[config.mk]
export PLATFORM = sky130hd
export DESIGN_NAME = d2q9_merge_flat
export DESIGN_NICKNAME = d
export VERILOG_FILES = /design/src/rtl/d2q9_trt_collision_unit_assert.svh /design/src/rtl/d2q9_pkg.sv /design/src/rtl/d2q9_out_if.sv /design/src/rtl/d2q9_merge.sv /design/src/flat_wrapper.sv
export SDC_FILE = /design/constraint.sdc
export NUM_CORES = 1
export LEC_CHECK = 0
export BUFFER_PORTS_ARGS = -buffer_cell sky130_fd_sc_hd__buf_2
export CORE_AREA = 4 4 189 191
export CTS_CLUSTER_SIZE = 16
export DETAILED_ROUTE_END_ITERATION = 6
export DIE_AREA = 0 0 193 195
export PLACE_DENSITY = 0.6
export SYNTH_ARGS = -nofsm -noshare
export SYNTH_HDL_FRONTEND = slang
export SYNTH_SLANG_ARGS = --single-unit
[constraint.sdc]
create_clock -name clk -period 1.2 [get_ports clk]
set_input_delay 0.18 -clock clk [delete_from_list [all_inputs] [get_ports clk]]
set_output_delay 0.18 -clock clk [all_outputs]
set_load 0.1 [all_outputs]
[src/rtl/d2q9_trt_collision_unit_assert.svh]
// Assertion macros for the D2Q9 TRT collision unit.
// Used by the top level; expects clk and rst_n in scope.
`ifndef D2Q9_TRT_COLLISION_UNIT_ASSERT_SVH
`define D2Q9_TRT_COLLISION_UNIT_ASSERT_SVH
// Consequent must hold in the same cycle as the antecedent.
`define D2Q9_CHK_NOW(lbl, ante, cons) \
  lbl: assert property (@(posedge clk) disable iff (!rst_n) (ante) |-> (cons)) \
    else $error("d2q9 check failed");
// Consequent must hold in the cycle after the antecedent.
`define D2Q9_CHK_NEXT(lbl, ante, cons) \
  lbl: assert property (@(posedge clk) disable iff (!rst_n) (ante) |=> (cons)) \
    else $error("d2q9 check failed");
`endif

[src/rtl/d2q9_pkg.sv]
// Shared constants, types and fixed-point helpers for the D2Q9 collision unit.
// No dependencies.
`default_nettype none
package d2q9_pkg;
  localparam int FRAC_BITS_DEF   = 20;
  localparam int VALUE_WIDTH_DEF = 24;
  localparam int RELAX_W         = 22;
  localparam int DIFF_W          = 21;
  localparam int ADDR_W          = 4;
  localparam int NDIR            = 9;

  // Register indexes (paddr[3:2]).
  localparam logic [1:0] REG_RELAX_EVEN = 2'd0;
  localparam logic [1:0] REG_RELAX_ODD  = 2'd1;
  localparam logic [1:0] REG_DIFFUSION  = 2'd2;

  // Pipeline control handed to the merging stage.
  typedef struct packed {
    logic en;
    logic vld;
  } pipe_ctl_t;

  // Opposite direction of each lattice direction.
  function automatic int opp_dir(input int d);
    int r;
    case (d)
      1: r = 3;
      2: r = 4;
      3: r = 1;
      4: r = 2;
      5: r = 7;
      6: r = 8;
      7: r = 5;
      8: r = 6;
      default: r = 0;
    endcase
    return r;
  endfunction

  // Divide by 2^n, rounding half away from zero.
  function automatic logic signed [127:0] rshr(input logic signed [127:0] x,
                                               input int n);
    logic signed [127:0] t;
    t = x + (128'sd1 <<< (n - 1)) - (x < 0 ? 128'sd1 : 128'sd0);
    return t >>> n;
  endfunction

  // Saturate to a signed vw-bit range.
  function automatic logic signed [127:0] sat_w(input logic signed [127:0] x,
                                                input int vw);
    logic signed [127:0] vmax;
    vmax = (128'sd1 <<< (vw - 1)) - 128'sd1;
    if (x > vmax) return vmax;
    if (x < -vmax - 128'sd1) return -vmax - 128'sd1;
    return x;
  endfunction
endpackage
`default_nettype wire

[src/rtl/d2q9_out_if.sv]
// Result channel of the collision unit: post-collision populations.
// Standalone; width follows VW.
`default_nettype none
interface d2q9_out_if #(parameter int VW = 24) ();
  logic valid;
  logic ready;
  logic signed [VW-1:0] out_rest, out_east, out_north, out_west, out_south;
  logic signed [VW-1:0] out_northeast, out_northwest, out_southwest, out_southeast;
  logic signed [VW-1:0] concentration;
  modport source (output valid, out_rest, out_east, out_north, out_west, out_south,
                  out_northeast, out_northwest, out_southwest, out_southeast,
                  concentration, input ready);
  modport sink (input valid, out_rest, out_east, out_north, out_west, out_south,
                out_northeast, out_northwest, out_southwest, out_southeast,
                concentration, output ready);
endinterface
`default_nettype wire

[src/rtl/d2q9_merge.sv]
// Merging stage: aligns the concentration with the lane results and holds
// the output item register. Uses d2q9_pkg and d2q9_out_if.
`default_nettype none
module d2q9_merge #(
  parameter int VW = d2q9_pkg::VALUE_WIDTH_DEF
) (
  input  wire logic                  clk,
  input  wire logic                  rst_n,
  input  wire d2q9_pkg::pipe_ctl_t   ctl,
  input  wire logic signed [VW-1:0]  lane_res [d2q9_pkg::NDIR],
  input  wire logic signed [VW-1:0]  rho,
  d2q9_out_if.source                 out_ch
);
  // Concentration delay matching the three lane stages.
  logic signed [VW-1:0] rho_d_r [3];
  always_ff @(posedge clk) begin
    if (ctl.en) begin
      rho_d_r[0] <= rho;
      rho_d_r[1] <= rho_d_r[0];
      rho_d_r[2] <= rho_d_r[1];
    end
  end

  // Output item register.
  logic signed [VW-1:0] res_r [d2q9_pkg::NDIR];
  logic signed [VW-1:0] conc_r;
  logic                 valid_r;
  always_ff @(posedge clk) begin
    if (ctl.en) begin
      res_r  <= lane_res;
      conc_r <= rho_d_r[2];
    end
  end
  always_ff @(posedge clk) begin
    if (!rst_n) begin
      valid_r <= 1'b0;
    end else if (ctl.en) begin
      valid_r <= ctl.vld;
    end
  end

  assign out_ch.valid         = valid_r;
  assign out_ch.out_rest      = res_r[0];
  assign out_ch.out_east      = res_r[1];
  assign out_ch.out_north     = res_r[2];
  assign out_ch.out_west      = res_r[3];
  assign out_ch.out_south     = res_r[4];
  assign out_ch.out_northeast = res_r[5];
  assign out_ch.out_northwest = res_r[6];
  assign out_ch.out_southwest = res_r[7];
  assign out_ch.out_southeast = res_r[8];
  assign out_ch.concentration = conc_r;
endmodule
`default_nettype wire

[src/flat_wrapper.sv]
// flat-port wrapper written by rule: the top's interface ports become plain ports
module d2q9_merge_flat 
#(
  parameter int VW = d2q9_pkg::VALUE_WIDTH_DEF
)
  (clk, rst_n, ctl, lane_res, rho, out_ch_valid, out_ch_out_rest, out_ch_out_east, out_ch_out_north, out_ch_out_west, out_ch_out_south, out_ch_out_northeast, out_ch_out_northwest, out_ch_out_southwest, out_ch_out_southeast, out_ch_concentration, out_ch_ready);
  d2q9_out_if #(.VW(VW)) out_ch_i ();
  input  wire logic clk;
  input  wire logic rst_n;
  input  wire d2q9_pkg::pipe_ctl_t ctl;
  input  wire logic signed [VW-1:0] lane_res[d2q9_pkg::NDIR];
  input  wire logic signed [VW-1:0] rho;
  output wire logic [$bits(out_ch_i.valid)-1:0] out_ch_valid;
  output wire logic [$bits(out_ch_i.out_rest)-1:0] out_ch_out_rest;
  output wire logic [$bits(out_ch_i.out_east)-1:0] out_ch_out_east;
  output wire logic [$bits(out_ch_i.out_north)-1:0] out_ch_out_north;
  output wire logic [$bits(out_ch_i.out_west)-1:0] out_ch_out_west;
  output wire logic [$bits(out_ch_i.out_south)-1:0] out_ch_out_south;
  output wire logic [$bits(out_ch_i.out_northeast)-1:0] out_ch_out_northeast;
  output wire logic [$bits(out_ch_i.out_northwest)-1:0] out_ch_out_northwest;
  output wire logic [$bits(out_ch_i.out_southwest)-1:0] out_ch_out_southwest;
  output wire logic [$bits(out_ch_i.out_southeast)-1:0] out_ch_out_southeast;
  output wire logic [$bits(out_ch_i.concentration)-1:0] out_ch_concentration;
  input wire logic [$bits(out_ch_i.ready)-1:0] out_ch_ready;
  assign out_ch_valid = out_ch_i.valid;
  assign out_ch_out_rest = out_ch_i.out_rest;
  assign out_ch_out_east = out_ch_i.out_east;
  assign out_ch_out_north = out_ch_i.out_north;
  assign out_ch_out_west = out_ch_i.out_west;
  assign out_ch_out_south = out_ch_i.out_south;
  assign out_ch_out_northeast = out_ch_i.out_northeast;
  assign out_ch_out_northwest = out_ch_i.out_northwest;
  assign out_ch_out_southwest = out_ch_i.out_southwest;
  assign out_ch_out_southeast = out_ch_i.out_southeast;
  assign out_ch_concentration = out_ch_i.concentration;
  assign out_ch_i.ready = out_ch_ready;
  d2q9_merge #(.VW(VW)) u_core (.clk(clk), .rst_n(rst_n), .ctl(ctl), .lane_res(lane_res), .rho(rho), .out_ch(out_ch_i));
endmodule
### Yosys cells after proc, flatten, opt, wreduce, memory -nomap -nowiden

Memory sizes are Yosys's and may differ from the RTL's. A register that Yosys moved wholly into a read port is not among the register bits.
Index checks and enable logic that the tools add are counted.
Widths: inputs -> output; s select.

* register bits: 217
* RAM bits: 72
* input port bits: 245
* output and inout port bits: 241
* word-level logic and storage cells: 13
* memories kept: 1

* mux-type cells: 2

Memories
* u_core.rho_d_r: depth 3, width 24, rd ports 3, clocked after Yosys merged registers in 1, wr ports 3, line d2q9_merge.sv:15 `logic signed [VW-1:0] rho_d_r [3];`

Operator list (count)
* $mux 1: 2

### Longest topological paths before layout

* depth in word-level cells: 2
* gate-level depth with buffers: 2
* mapped depth without buffers: 2

### Worst setup path before layout

OpenSTA, ideal clock, no wires.

* path type: reg2reg
* start point: register u_core.out_ch.valid (netlist name)
* end point: register u_core.valid_r, in the netlist u_core.out_ch.valid
* arrival time: 1194 ps
* data required time: 1133 ps
* path slack: -61 ps
* stages on the path, launching flop included: 3
* buffers on the path: 0
* cells stage by stage: dfxtp_1 > mux2i_1 > nor2b_1

RTL lines
* to (signal assigned): line d2q9_merge.sv:38 `valid_r <= ctl.vld;`
* to (decl): line d2q9_merge.sv:27 `logic valid_r;`

### Worst setup path in the final report

* start point: register u_core.res_r (netlist bit u_core.out_ch.out_south[11])
* end point: output out_ch_out_south[11]

RTL lines
* from (decl): line d2q9_merge.sv:25 `logic signed [VW-1:0] res_r [d2q9_pkg::NDIR];`
* from (signal assigned): line d2q9_merge.sv:30 `res_r <= lane_res;`
* to (decl): line flat_wrapper.sv:18 `output wire logic [$bits(out_ch_i.out_south)-1:0] out_ch_out_south;`

No word-level cell between the ends.

==> run metrics <==
status=complete, but fails checks; failing checks=setup timing; vias per cell=roughly 4; actual slew at the worst max-slew pin=approximately 0.35 ns; share of layout cells above drive strength 1=0.500; non-filler instance count after layout=approximately 1,600; Seq cells post-synth=313; post-route ant nets=0; Root Buffer=clkbuf_16; Worst Hold Depth=2; critical path's top delay family=flip-flops; Die ar.=between 0.03 and 0.04 mm2; Max clock buf depth=3; worst min path class=in -> reg; Routed WL=~28,000 um; grt total ovfl=0; Main synth FF type=edfxtp_1; Final period util=1.11; cell accounting for the most synthesized area=edfxtp_1; starting density of the core=0.276; WL per Instance=between 15 and 20 um; Tmin final=around 1.3 ns; Hold EP=u_core.out_ch.out_northeast[16]; critical setup path kind=reg -> out; Leak Pwr=8.01 nW; DR vias=between 6,000 and 7,000; Final Hold Vio Count=0; number of warnings issued by yosys=0; # setup viols final=241; Max VDD drop=about 1.1 mV; Die Y=approximately 200 um; Finished Core Util=0.583; dpl ws=roughly 0.15 ns; WHS=roughly 0.38 ns; Cell Pwr Density=between 1500 and 2000 mW/mm2; share of Yosys cell area claimed by the top area cell type=0.996; worst skew pair latency=roughly 0.49 ns; # clock sinks=~310; top cells by count, synth=edfxtp_1, dfxtp_1, mux2i_1, nor2b_1; flop-to-flop setup slack=0.53 ns; Netlist cell types=4; R2R depth=0; vias in the first global route=7,092; Area Overhead vs Synth=112%; first-pass GRT wire length=approximately 41,000 um; # nets final=between 1,000 and 1,500; Rows=68; clk slew on worst S/H paths=around 0.060 ns; clock skew=0.0121 ns; Pre-Repair DR Iteration Count=4; I/O Buffers=484; TritonCTS Buffers=36; core area=~0.034 mm2; Final Max Tran Viols=0; Total GRT Usage=0.145; Worst slew margin=0.764; synthesized area=0.00941 mm2; H-tree levels=2; CP max stage delay=approximately 0.45 ns; largest net degree at the start of global routing=28; Synth Area per Inst=between 20 and 30 um2; slowest CP cell=edfxtp_1; post-layout instance area=around 0.02 mm2; Buf/Inv on CP=1; Ports=~500; antenna violations before repair=2; RSZ-0062 raised after global routing=true; Post-Syn Nets=560; most common cell in the netlist=edfxtp_1; dpl hpwl=around 19,000 um; Max Freq=748 MHz; crit path cell chain=buf_12; worst flop-to-flop path endpoint=u_core.rho_d_r[1][11]; Final Worst Setup Slack=-0.137 ns; startpoint types=flop; Max Fanout on Critical Path=1; Initial DRC Count=240; top cells by area, synth=edfxtp_1, dfxtp_1, mux2i_1, nor2b_1; crit end category=output pin; routability cong.=about 0.72; placed cells=approximately 1,300; Syn Inst Count=between 300 and 400; Arr. time, crit path=around 1.2 ns; DRC Markers=0; number of flops mapped to enable cells by yosys=roughly 310; placed cell area=0.0164 mm2; register area share after synthesis=0.998; Die X=a little under 200 um; CTS tree=yes; RR Startpoint=u_core.rho_d_r[0][11]; Req. time, crit path=approximately 1.0 ns; Max Cap Violations=0; ys async rst share=0; Worst Min Path Start=lane_res[88]
through the flow:
stage,power [mW],TNS [ns]
after floorplan,18.0,0
after global placement,21.7,0
after CTS,32.5,-27.15
after global routing,33.3,-31.17
after detailed placement,21.8,0
final,32.2,-19.51
power by group:
part	internal (mW)	leakage, nW	total (mW)	switching, mW
Combinational	3.20	4.43	8.61	5.40
Sequential	13.0	3.06	13.6	0.583
Clock	5.85	0.517	10.0	4.15
cell families after synthesis:
logic type,share of synthesized area
simple gates,0.000666
mux,0.00106
flops,0.998
layout by cell type (no fill, tap or decap):
cell	instances
buf_12	251
buf_2	242
buf_4	19
buf_8	1
bufinv_16	1
clkbuf_1	4
clkbuf_16	37
clkinv_1	6
clkinv_2	6
clkinv_4	1
clkinvlp_4	6
dfxtp_4	1
diode_2	3
dlygate4sd3_1	243
edfxtp_1	312
inv_6	1
mux2i_1	1
nor2b_1	1
cell type report:
| type | count | area (um2) |
|---|---|---|
| Tap cell | 455 | 569 |
| Clock buffer | 41 | 941 |
| Timing Repair Buffer | 756 | 8830 |
| Multi-Input combinational cell | 2 | 16.3 |
| Sequential cell | 313 | 9390 |
| Clock inverter | 21 | 145 |
| Fill cell | 2360 | 14200 |
| Antenna cell | 3 | 7.51 |
timing repair:
item / CTS / global route
endpoints found under the hold margin: 248 / 0
gates resized for setup: 1 / 0
endpoints found under the setup margin: 241 / 241
buffers inserted: 0 / 0
pin swaps: 0 / 0
hold buffers: 243 / 0
worst max-delay path by stage:
stage / startpoint / endpoint / slack (ns) / cells past startpoint
2_1_floorplan: u_core.out_ch.concentration[0] / out_ch_concentration[0] / 0.12 / 0
3_3_place_gp: ctl[1] / u_core.out_ch.out_south[0] / 0.17 / 2
3_5_place_dp: ctl[1] / u_core.out_ch.out_southwest[23] / 0.15 / 2
4_1_cts: u_core.out_ch.out_rest[3] / out_ch_out_rest[3] / -0.18 / 1
5_1_grt: u_core.out_ch.out_east[3] / out_ch_out_east[3] / -0.19 / 1
6_report: u_core.out_ch.out_south[11] / out_ch_out_south[11] / -0.14 / 1
per-layer routing:
layer  routed length (um)  vias to the layer above  GRT usage  part of all wire
li1                     -                     2892          -                 -
met1                 9620                     2966      0.151              0.34
met2                14900                      319      0.261              0.53
met3                 2920                       53     0.0585              0.10
met4                  826                        0     0.0498             0.029
met5                    0                        -          0                 0
sequential cells by signal, summed over array words and instances (netlist names):
register	flops
u_core.out_ch.concentration	24
u_core.out_ch.out_east	24
u_core.out_ch.out_north	24
u_core.out_ch.out_northeast	24
u_core.out_ch.out_northwest	24
u_core.out_ch.out_rest	24
u_core.out_ch.out_south	24
u_core.out_ch.out_southeast	24
u_core.out_ch.out_southwest	24
u_core.out_ch.out_west	24
u_core.out_ch.valid	1
u_core.rho_d_r	72
(Power assumes the default switching activity.)
